$ cat config.mk
export PLATFORM = sky130hd
export DESIGN_NAME = jpeg_app1_segment_stripper_flat
export DESIGN_NICKNAME = d
export VERILOG_FILES = /design/src/rtl/core/jas_pkg.sv /design/src/rtl/core/jas_if.sv /design/src/rtl/core/jas_parser.sv /design/src/rtl/core/jas_result_fifo.sv /design/src/rtl/core/jpeg_app1_segment_stripper.sv /design/src/flat_wrapper.sv
export SDC_FILE = /design/constraint.sdc
export NUM_CORES = 1
export LEC_CHECK = 0
export BUFFER_PORTS_ARGS = -buffer_cell sky130_fd_sc_hd__clkbuf_2
export CAP_MARGIN = 10
export CORE_UTILIZATION = 60
export CTS_CLUSTER_SIZE = 24
export DETAILED_ROUTE_END_ITERATION = 8
export PLACE_DENSITY = 0.86
export SLEW_MARGIN = 0
export SYNTH_ARGS = -nofsm -noshare
export SYNTH_HDL_FRONTEND = slang
export SYNTH_SLANG_ARGS = --single-unit
$ cat constraint.sdc
create_clock -name clk -period 23 [get_ports clk]
set_input_delay 2.3 -clock clk [delete_from_list [all_inputs] [get_ports clk]]
set_output_delay 2.3 -clock clk [all_outputs]
set_load 0.01 [all_outputs]
$ cat src/rtl/core/jas_pkg.sv
// ----------------------------------------------------------------------------
// jas_pkg: shared types and constants
// Phase codes, status codes, result word layout and byte constants used by
// the APP1 segment stripper.
// ----------------------------------------------------------------------------
package jas_pkg;

    localparam logic [7:0]  BYTE_FF      = 8'hFF;
    localparam logic [7:0]  BYTE_SOI     = 8'hD8;
    localparam logic [7:0]  MARKER_RESET = 8'hE1;
    localparam logic [15:0] MIN_LENGTH   = 16'd2;
    localparam int          FIFO_DEPTH   = 4;

    typedef enum logic [2:0] {
        PH_START0 = 3'd0,
        PH_START1 = 3'd1,
        PH_SCAN   = 3'd2,
        PH_LENHI  = 3'd3,
        PH_LENLO  = 3'd4,
        PH_SKIP   = 3'd5,
        PH_PASS   = 3'd6,
        PH_DROP   = 3'd7
    } jas_phase_t;

    typedef enum logic [2:0] {
        ST_PROGRESS  = 3'd0,
        ST_REMOVED   = 3'd1,
        ST_NOT_FOUND = 3'd2,
        ST_NOT_JPEG  = 3'd3,
        ST_TRUNCATED = 3'd4
    } jas_status_t;

    typedef struct packed {
        logic [7:0]  out_byte;
        logic        byte_present;
        logic        end_of_stream;
        jas_status_t status;
        logic [31:0] found_offset;
        logic [15:0] found_length;
    } jas_result_t;

    // Up to two result words produced by one input word
    typedef struct packed {
        logic [1:0]        count;
        jas_result_t [1:0] item;
    } jas_push_t;

    function automatic jas_result_t jas_data_result(input logic [7:0] b);
        jas_result_t r;
        r              = '0;
        r.out_byte     = b;
        r.byte_present = 1'b1;
        r.status       = ST_PROGRESS;
        return r;
    endfunction

endpackage

$ cat src/rtl/core/jas_if.sv
// ----------------------------------------------------------------------------
// jas_if: stream channels of the segment stripper
// Byte input channel and result output channel, valid/ready handshake.
// ----------------------------------------------------------------------------
interface jas_in_if;
    logic       valid;
    logic       ready;
    logic [7:0] data_byte;
    logic       final_byte;

    modport source (output valid, output data_byte, output final_byte, input ready);
    modport sink (input valid, input data_byte, input final_byte, output ready);
endinterface

interface jas_out_if;
    logic        valid;
    logic        ready;
    logic [7:0]  out_byte;
    logic        byte_present;
    logic        end_of_stream;
    logic [2:0]  status;
    logic [31:0] found_offset;
    logic [15:0] found_length;

    modport source (
        output valid, output out_byte, output byte_present, output end_of_stream,
        output status, output found_offset, output found_length, input ready
    );
    modport sink (
        input valid, input out_byte, input byte_present, input end_of_stream,
        input status, input found_offset, input found_length, output ready
    );
endinterface

$ cat src/rtl/core/jas_parser.sv
// ----------------------------------------------------------------------------
// jas_parser: input register and marker parser
// Registers each input word, walks the file structure and emits up to two
// result words per byte into the result queue.
// ----------------------------------------------------------------------------
module jas_parser #(
    parameter int POSITION_BITS = 32
) (
    input  logic              clk,
    input  logic              rst_n,
    jas_in_if.sink            in_ch,
    input  logic [7:0]        marker,
    input  logic              room,
    output jas_pkg::jas_push_t push
);
    import jas_pkg::*;

    logic                     in_valid_reg;
    logic [7:0]               in_byte_reg;
    logic                     in_final_reg;
    logic                     fire;

    jas_phase_t               phase_reg, phase_next;
    logic                     held_ff_reg, held_ff_next;
    logic [POSITION_BITS-1:0] pos_reg, pos_next;
    logic [POSITION_BITS-1:0] offset_reg, offset_next;
    logic [15:0]              length_reg, length_next;
    logic [15:0]              skip_reg, skip_next;

    logic [15:0]              len_v;
    logic [1:0]               cnt;
    jas_result_t [1:0]        res;
    jas_status_t              status_v;
    logic                     seg_v;

    function automatic logic [31:0] to_off32(input logic [POSITION_BITS-1:0] v);
        logic [POSITION_BITS+31:0] wide;
        wide = {32'b0, v};
        return wide[31:0];
    endfunction

    assign fire        = in_valid_reg && room;
    assign in_ch.ready = !in_valid_reg || fire;

    always_ff @(posedge clk or negedge rst_n)
    begin
        if (!rst_n)
        begin
            in_valid_reg <= 1'b0;
        end
        else if (in_ch.valid && in_ch.ready)
        begin
            in_valid_reg <= 1'b1;
        end
        else if (fire)
        begin
            in_valid_reg <= 1'b0;
        end
    end

    always_ff @(posedge clk)
    begin
        if (in_ch.valid && in_ch.ready)
        begin
            in_byte_reg  <= in_ch.data_byte;
            in_final_reg <= in_ch.final_byte;
        end
    end

    always_ff @(posedge clk or negedge rst_n)
    begin
        if (!rst_n)
        begin
            phase_reg   <= PH_START0;
            held_ff_reg <= 1'b0;
            pos_reg     <= '0;
            offset_reg  <= '0;
            length_reg  <= '0;
            skip_reg    <= '0;
        end
        else
        begin
            phase_reg   <= phase_next;
            held_ff_reg <= held_ff_next;
            pos_reg     <= pos_next;
            offset_reg  <= offset_next;
            length_reg  <= length_next;
            skip_reg    <= skip_next;
        end
    end

    always_comb
    begin
        phase_next   = phase_reg;
        held_ff_next = held_ff_reg;
        pos_next     = pos_reg;
        offset_next  = offset_reg;
        length_next  = length_reg;
        skip_next    = skip_reg;
        len_v        = '0;
        cnt          = 2'd0;
        res          = '0;
        status_v     = ST_PROGRESS;
        seg_v        = 1'b0;

        if (fire)
        begin
            unique case (phase_reg)
                PH_START0:
                begin
                    phase_next = (in_byte_reg == BYTE_FF) ? PH_START1 : PH_DROP;
                end
                PH_START1:
                begin
                    if (in_byte_reg != BYTE_SOI)
                    begin
                        phase_next = PH_DROP;
                    end
                    else if (marker == BYTE_SOI)
                    begin
                        // start bytes themselves form the segment
                        offset_next = '0;
                        length_next = '0;
                        phase_next  = PH_LENHI;
                    end
                    else
                    begin
                        res[0]     = jas_data_result(BYTE_FF);
                        res[1]     = jas_data_result(in_byte_reg);
                        cnt        = 2'd2;
                        phase_next = PH_SCAN;
                    end
                end
                PH_SCAN:
                begin
                    if (held_ff_reg)
                    begin
                        if (in_byte_reg == marker)
                        begin
                            held_ff_next = 1'b0;
                            offset_next  = pos_reg - POSITION_BITS'(1);
                            length_next  = '0;
                            phase_next   = PH_LENHI;
                        end
                        else
                        begin
                            res[0] = jas_data_result(BYTE_FF);
                            cnt    = 2'd1;
                            if (in_byte_reg != BYTE_FF)
                            begin
                                res[1]       = jas_data_result(in_byte_reg);
                                cnt          = 2'd2;
                                held_ff_next = 1'b0;
                            end
                        end
                    end
                    else if (in_byte_reg == BYTE_FF)
                    begin
                        held_ff_next = 1'b1;
                    end
                    else
                    begin
                        res[0] = jas_data_result(in_byte_reg);
                        cnt    = 2'd1;
                    end
                end
                PH_LENHI:
                begin
                    length_next = {in_byte_reg, 8'h00};
                    phase_next  = PH_LENLO;
                end
                PH_LENLO:
                begin
                    len_v       = {length_reg[15:8], in_byte_reg};
                    length_next = len_v;
                    skip_next   = (len_v < MIN_LENGTH) ? 16'd0 : len_v - MIN_LENGTH;
                    phase_next  = (skip_next == 16'd0) ? PH_PASS : PH_SKIP;
                end
                PH_SKIP:
                begin
                    if (skip_reg != 16'd0)
                    begin
                        skip_next = skip_reg - 16'd1;
                    end
                    if (skip_next == 16'd0)
                    begin
                        phase_next = PH_PASS;
                    end
                end
                PH_PASS:
                begin
                    res[0] = jas_data_result(in_byte_reg);
                    cnt    = 2'd1;
                end
                PH_DROP:
                begin
                end
                default:
                begin
                end
            endcase

            if (in_final_reg)
            begin
                unique case (phase_next)
                    PH_SCAN:
                    begin
                        status_v = ST_NOT_FOUND;
                    end
                    PH_LENHI, PH_LENLO, PH_SKIP:
                    begin
                        status_v = ST_TRUNCATED;
                        seg_v    = 1'b1;
                    end
                    PH_PASS:
                    begin
                        status_v = ST_REMOVED;
                        seg_v    = 1'b1;
                    end
                    default:
                    begin
                        status_v = ST_NOT_JPEG;
                    end
                endcase

                // release a held FF before closing the file
                if (phase_next == PH_SCAN && held_ff_next)
                begin
                    res[cnt[0]] = jas_data_result(BYTE_FF);
                    cnt         = cnt + 2'd1;
                end
                if (cnt == 2'd0)
                begin
                    res[0] = '0;
                    cnt    = 2'd1;
                end
                res[cnt[1]].end_of_stream = 1'b1;
                res[cnt[1]].status        = status_v;
                res[cnt[1]].found_offset  = seg_v ? to_off32(offset_next) : 32'd0;
                res[cnt[1]].found_length  = seg_v ? length_next : 16'd0;

                phase_next   = PH_START0;
                held_ff_next = 1'b0;
                pos_next     = '0;
                offset_next  = '0;
                length_next  = '0;
                skip_next    = '0;
            end
            else
            begin
                pos_next = pos_reg + POSITION_BITS'(1);
            end
        end

        push.count = cnt;
        push.item  = res;
    end

endmodule

$ cat src/rtl/core/jas_result_fifo.sv
// ----------------------------------------------------------------------------
// jas_result_fifo: result word queue
// Takes zero, one or two result words per cycle and hands out one per
// handshake on the output channel.
// ----------------------------------------------------------------------------
module jas_result_fifo (
    input  logic               clk,
    input  logic               rst_n,
    input  jas_pkg::jas_push_t push,
    output logic               room,
    jas_out_if.source          out_ch
);
    import jas_pkg::*;

    localparam int PTR_W = $clog2(FIFO_DEPTH);
    localparam int CNT_W = $clog2(FIFO_DEPTH + 1);

    jas_result_t      mem_reg [FIFO_DEPTH];
    logic [PTR_W-1:0] wr_ptr_reg, wr_ptr_next;
    logic [PTR_W-1:0] rd_ptr_reg, rd_ptr_next;
    logic [CNT_W-1:0] count_reg, count_next;
    logic [PTR_W-1:0] wr_ptr_p1;
    logic             pop;
    jas_result_t      head;

    assign wr_ptr_p1 = wr_ptr_reg + PTR_W'(1);
    assign pop       = out_ch.valid && out_ch.ready;
    assign room      = count_reg <= CNT_W'(FIFO_DEPTH - 2);

    assign wr_ptr_next = wr_ptr_reg + PTR_W'(push.count);
    assign rd_ptr_next = rd_ptr_reg + PTR_W'(pop);
    assign count_next  = count_reg + CNT_W'(push.count) - CNT_W'(pop);

    always_ff @(posedge clk or negedge rst_n)
    begin
        if (!rst_n)
        begin
            wr_ptr_reg <= '0;
            rd_ptr_reg <= '0;
            count_reg  <= '0;
        end
        else
        begin
            wr_ptr_reg <= wr_ptr_next;
            rd_ptr_reg <= rd_ptr_next;
            count_reg  <= count_next;
        end
    end

    always_ff @(posedge clk)
    begin
        if (push.count != 2'd0)
        begin
            mem_reg[wr_ptr_reg] <= push.item[0];
        end
        if (push.count == 2'd2)
        begin
            mem_reg[wr_ptr_p1] <= push.item[1];
        end
    end

    assign head                 = mem_reg[rd_ptr_reg];
    assign out_ch.valid         = count_reg != '0;
    assign out_ch.out_byte      = head.out_byte;
    assign out_ch.byte_present  = head.byte_present;
    assign out_ch.end_of_stream = head.end_of_stream;
    assign out_ch.status        = head.status;
    assign out_ch.found_offset  = head.found_offset;
    assign out_ch.found_length  = head.found_length;

endmodule

$ cat src/rtl/core/jpeg_app1_segment_stripper.sv
// ----------------------------------------------------------------------------
// jpeg_app1_segment_stripper: JPEG marker segment remover
// Streams a JPEG file in one byte per word and drops the first segment whose
// marker is FF followed by the marker byte register (E1 after reset), with its
// length field and payload; all other bytes pass through unchanged. Files that
// do not start with FF D8 produce no data. The last word of each file carries
// end_of_stream with the status and, if a segment was found, the FF's byte
// offset and the length field. Input bytes are taken at one per clock; a byte
// lands in the input register, is parsed from there once the queue has room,
// and its results are written to a four-word output queue, which offers them
// on the output channel. A byte can yield two words (a held FF released with
// the byte after it, the start bytes FF D8, or the end-of-file word), which the
// single output port drains one per cycle while the receiver is ready; the
// input stalls only while the queue holds more than two words.
// ----------------------------------------------------------------------------
module jpeg_app1_segment_stripper #(
    parameter int POSITION_BITS = 32
) (
    input  logic       clk,
    input  logic       rst_n,
    jas_in_if.sink     in_ch,
    jas_out_if.source  out_ch,
    input  logic       cfg_we,
    input  logic [7:0] cfg_data
);
    import jas_pkg::*;

    logic [7:0] marker_reg;
    logic       room;
    jas_push_t  push;

    always_ff @(posedge clk or negedge rst_n)
    begin
        if (!rst_n)
        begin
            marker_reg <= MARKER_RESET;
        end
        else if (cfg_we)
        begin
            marker_reg <= cfg_data;
        end
    end

    jas_parser #(
        .POSITION_BITS(POSITION_BITS)
    ) u_parser (
        .clk   (clk),
        .rst_n (rst_n),
        .in_ch (in_ch),
        .marker(marker_reg),
        .room  (room),
        .push  (push)
    );

    jas_result_fifo u_fifo (
        .clk   (clk),
        .rst_n (rst_n),
        .push  (push),
        .room  (room),
        .out_ch(out_ch)
    );

`ifndef NO_ASSERTIONS
    // a status-only word only closes a file
    a_empty_is_end: assert property (@(posedge clk) disable iff (!rst_n)
        (out_ch.valid && !out_ch.byte_present) |-> out_ch.end_of_stream)
        else $error("status-only word without end_of_stream");

    a_end_has_status: assert property (@(posedge clk) disable iff (!rst_n)
        (out_ch.valid && out_ch.end_of_stream) |-> (out_ch.status != ST_PROGRESS))
        else $error("end_of_stream with in-progress status");

    a_mid_clean: assert property (@(posedge clk) disable iff (!rst_n)
        (out_ch.valid && !out_ch.end_of_stream) |->
        (out_ch.status == ST_PROGRESS && out_ch.found_offset == 32'd0
         && out_ch.found_length == 16'd0))
        else $error("status fields set on a data word");

    // no data leaves a file rejected as not JPEG
    a_not_jpeg_empty: assert property (@(posedge clk) disable iff (!rst_n)
        (out_ch.valid && out_ch.status == ST_NOT_JPEG) |->
        (!out_ch.byte_present && out_ch.found_length == 16'd0))
        else $error("data on a not-JPEG file");
`endif

endmodule
$ cat src/flat_wrapper.sv
// flat-port wrapper written by rule: the top's interface ports become plain ports
module jpeg_app1_segment_stripper_flat import jas_pkg::*;
#(
    parameter int POSITION_BITS = 32
)
  (clk, rst_n, cfg_we, cfg_data, in_ch_valid, in_ch_data_byte, in_ch_final_byte, in_ch_ready, out_ch_valid, out_ch_out_byte, out_ch_byte_present, out_ch_end_of_stream, out_ch_status, out_ch_found_offset, out_ch_found_length, out_ch_ready);
  jas_in_if in_ch_i ();
  jas_out_if out_ch_i ();
  input  logic clk;
  input  logic rst_n;
  input  logic cfg_we;
  input  logic [7:0] cfg_data;
  input wire logic [$bits(in_ch_i.valid)-1:0] in_ch_valid;
  input wire logic [$bits(in_ch_i.data_byte)-1:0] in_ch_data_byte;
  input wire logic [$bits(in_ch_i.final_byte)-1:0] in_ch_final_byte;
  output wire logic [$bits(in_ch_i.ready)-1:0] in_ch_ready;
  output wire logic [$bits(out_ch_i.valid)-1:0] out_ch_valid;
  output wire logic [$bits(out_ch_i.out_byte)-1:0] out_ch_out_byte;
  output wire logic [$bits(out_ch_i.byte_present)-1:0] out_ch_byte_present;
  output wire logic [$bits(out_ch_i.end_of_stream)-1:0] out_ch_end_of_stream;
  output wire logic [$bits(out_ch_i.status)-1:0] out_ch_status;
  output wire logic [$bits(out_ch_i.found_offset)-1:0] out_ch_found_offset;
  output wire logic [$bits(out_ch_i.found_length)-1:0] out_ch_found_length;
  input wire logic [$bits(out_ch_i.ready)-1:0] out_ch_ready;
  assign in_ch_i.valid = in_ch_valid;
  assign in_ch_i.data_byte = in_ch_data_byte;
  assign in_ch_i.final_byte = in_ch_final_byte;
  assign in_ch_ready = in_ch_i.ready;
  assign out_ch_valid = out_ch_i.valid;
  assign out_ch_out_byte = out_ch_i.out_byte;
  assign out_ch_byte_present = out_ch_i.byte_present;
  assign out_ch_end_of_stream = out_ch_i.end_of_stream;
  assign out_ch_status = out_ch_i.status;
  assign out_ch_found_offset = out_ch_i.found_offset;
  assign out_ch_found_length = out_ch_i.found_length;
  assign out_ch_i.ready = out_ch_ready;
  jpeg_app1_segment_stripper #(.POSITION_BITS(POSITION_BITS)) u_core (.clk(clk), .rst_n(rst_n), .in_ch(in_ch_i), .out_ch(out_ch_i), .cfg_we(cfg_we), .cfg_data(cfg_data));
endmodule
==> summary.md <==
| Metric | Value |
|---|---|
| DP HPWL | `28370 microns` |
| Syn Inst Count | `1526` |
| Total leakage power | `~7.3 nW` |
| Antenna viol nets, final | `0` |
| Synth cell types | `76` |
| Status | `complete, no violations` |
| Non-Filler Instances | `1984` |
| Clock transition at path regs | `0.06 ns` |
| Pre-CTS setup slack | `18.39 ns` |
| Number of synthesized flops with an enable pin | `253` |
| First-pass GRT wire length | `70960 microns` |
| Wirelength per Cell | `around 22 microns` |
| TritonCTS Buffers | `38` |
| Starting Density | `60.98%` |
| Maximum vdd ir drop | `0.00008046 V` |
| WP data arrival | `roughly 2.8 ns` |
| CTS tree | `done` |
| Largest cells by area after synthesis | `edfxtp_1 42%, dfrtp_1 16%, mux4_2 7.6%` |
| Maximum root-to-sink buffer count | `3` |
| Part of the cycle the worst path needs | `22.20%` |
| Pwr per Cell Area | `125.7 mW/mm^2` |
| Final cell area excluding filler cells | `about 0.02 sq mm` |
| Cell row count | `63` |
| Cell taking the most area after synthesis | `edfxtp_1` |
| Worst Tran Pin Value | `1.237 ns` |
| Hold Fails Final Rpt | `0` |
| Clock sinks | `369` |
| Vias in the first global route | `approximately 13000` |
| Worst setup path class | `flop to primary output` |
| # setup viols final | `0` |
| Sequential share of the synthesized area | `between 50% and 60%` |
| Skew final | `about 0.019 ns` |
| Drt first pass iters | `6` |
| Async SR Flop Fraction | `31.44%` |
| DR iter-0 viols | `1979` |
| Total power | `2.526 mW` |
| Drt drc | `0` |
| Area after DPL | `between 0.015 and 0.02 sq mm` |
| CP delay by family, top | `buffers and inverters` |
| Initial antenna violation count | `0` |
| Port Buffers | `84` |
| Synth Register Bits | `369` |
| CP max-delay cell | `dfrtp_4` |
| CTS H-Tree Depth | `2` |
| Synth Cell Area | `0.01803 sq mm` |
| Total grt overflow | `0` |
| Vias per cell | `6.658` |
| Clk_lat worst skew | `approximately 0.53 ns` |
| Post-cts resize count | `0` |
| Top-count cell post-synth | `edfxtp_1` |
| Worst hold slack | `0.4897 ns` |
| CP startpoint kind | `flop` |
| Share of cells above drive strength 1 | `16.56%` |
| Commonest cells post-synth | `253 x edfxtp_1, 235 x a21oi_1, 174 x nand2_1` |
| Total track usage | `around 30%` |
| Layout Nets | `1597` |
| Placed cells | `1915` |
| Clk root buf | `clkbuf_16` |
| Largest net degree at the start of global routing | `110` |
| Max Cap Violations | `0` |
| Number of buffers and inverters on the critical path | `2` |
| Core Region | `0.02956 sq mm` |
| Die ar. | `between 0.03 and 0.04 sq mm` |
| Max reg flops | `244` |
| Syn Nets | `1558` |
| Final critical-path setup slack | `around 18 ns` |
| RSZ-0062 raised after global routing | `no` |
| Worst hold path type | `flop to flop` |
| CP peak stage delay | `~0.75 ns` |
| Critical path cell sequence | `buf_4, mux4_2, clkbuf_2` |
| Post-synth top flop | `edfxtp_1` |
| Routed wire length | `44470 microns` |
| Max Fclk | `between 0.15 and 0.2 GHz` |
| Top-area cell type share of the netlist area | `42.15%` |
| Min Clock Period, post-route | `between 5 and 6 ns` |
| Final design utilization | `68.00%` |
| Number of synthesis warnings | `0` |
| Via Count | `13210` |
| Io pins | `85` |
| Headroom to the max-slew limit | `17.50%` |
| GP Congestion | `roughly 0.92` |
| CP required | `20.70 ns` |
| Die Span Y | `175.3 microns` |
| Number of buffers added for setup after CTS | `0` |
| Cts hold-fix bufs | `0` |
| Setup TNS | `0 ns` |
| Average footprint of a synthesized cell | `between 10 and 15 sq um` |
| Fill cells | `1996` |
| Crit Path Max Fanout | `between 40 and 50` |
| CP Capture Type | `primary output` |
| Final Max Tran Viols | `0` |
| Ant. Diodes | `0` |
| Area grow syn2layout | `11.52%` |
| Width of the chip | `approximately 180 microns` |
-- placed cells by master (no fill, tap or decap), types with 20 or more instances in the layout --
cell type / count
dfrtp_1: 110
xor2_1: 53
o21ai_1: 21
a21oi_1: 235
mux4_2: 61
nor2_1: 113
nand2_1: 172
nor4_1: 20
nand3_1: 39
nor3_1: 26
o21ai_0: 31
a22o_1: 20
o221ai_1: 25
edfxtp_1: 253
clkbuf_2: 83
clkbuf_16: 39
-- cells by family after synthesis --
family / after synthesis / synth area share [%]
simple gates: 468 / 12.52
compound gates: 407 / 13.61
flops: 369 / 58.28
buf+inv: 121 / 2.610
mux: 79 / 8.746
xor+xnor: 72 / 3.498
fa+ha+maj: 10 / 0.7358
-- path summary, 6_finish.rpt --
| kind | start | to | slack, ns | depth (start not counted) |
|---|---|---|---|---|
| max in group asynchronous | rst_n | u_core.u_parser.pos_reg[2]$_DFFE_PN0P_ | 19.79 | 2 |
| hold / removal | u_core.u_parser.offset_reg[3]$_DFFE_PN0P_ | u_core.u_parser.offset_reg[3]$_DFFE_PN0P_ | 0.49 | 2 |
| hold reg to reg | u_core.u_parser.offset_reg[3]$_DFFE_PN0P_ | u_core.u_parser.offset_reg[3]$_DFFE_PN0P_ | 0.49 | 2 |
| min in group asynchronous | rst_n | u_core.u_parser.skip_reg[11]$_DFFE_PN0P_ | 1.84 | 1 |
| setup reg to reg | u_core.u_parser.in_byte_reg[1]$_DFFE_PP_ | u_core.u_fifo.mem_reg[0][41]$_DFFE_PP_ | 18.39 | 8 |
| setup / recovery | u_core.u_fifo.rd_ptr_reg[0]$_DFF_PN0_ | out_ch_found_offset[8] | 17.89 | 3 |
-- power by group --
part           internal, mW  total, mW  leakage [nW]  switching, mW
combinational         0.321      0.876          2.76          0.555
sequential            0.872      0.980          3.91          0.108
clock                 0.412      0.670         0.671          0.259
total                  1.60       2.53          7.35          0.922
-- area by class of cell --
cell class	count	area, sq um	area share [%]
tap	390	488.0	2.427
sequential	369	10510	52.28
inverter	20	75.07	0.3735
timing repair buffer	100	543.0	2.701
multi-input combinational	1036	7111	35.37
clock buffer	45	1028	5.116
clock inverter	24	346.6	1.724
-- worst min-delay path, stage by stage, from the launching register on --
cell	delay, ns
dfrtp_1	0.34
nand2_1	0.05
o221ai_1	0.06
-- layer usage --
metal / track usage (%) / wire [microns]
met5: 0 / 0
met4: 9.203 / 1210
met3: 4.177 / 4069
met2: 47.29 / 21470
met1: 42.40 / 17720
No activity file was read; power rests on OpenSTA's default activity.
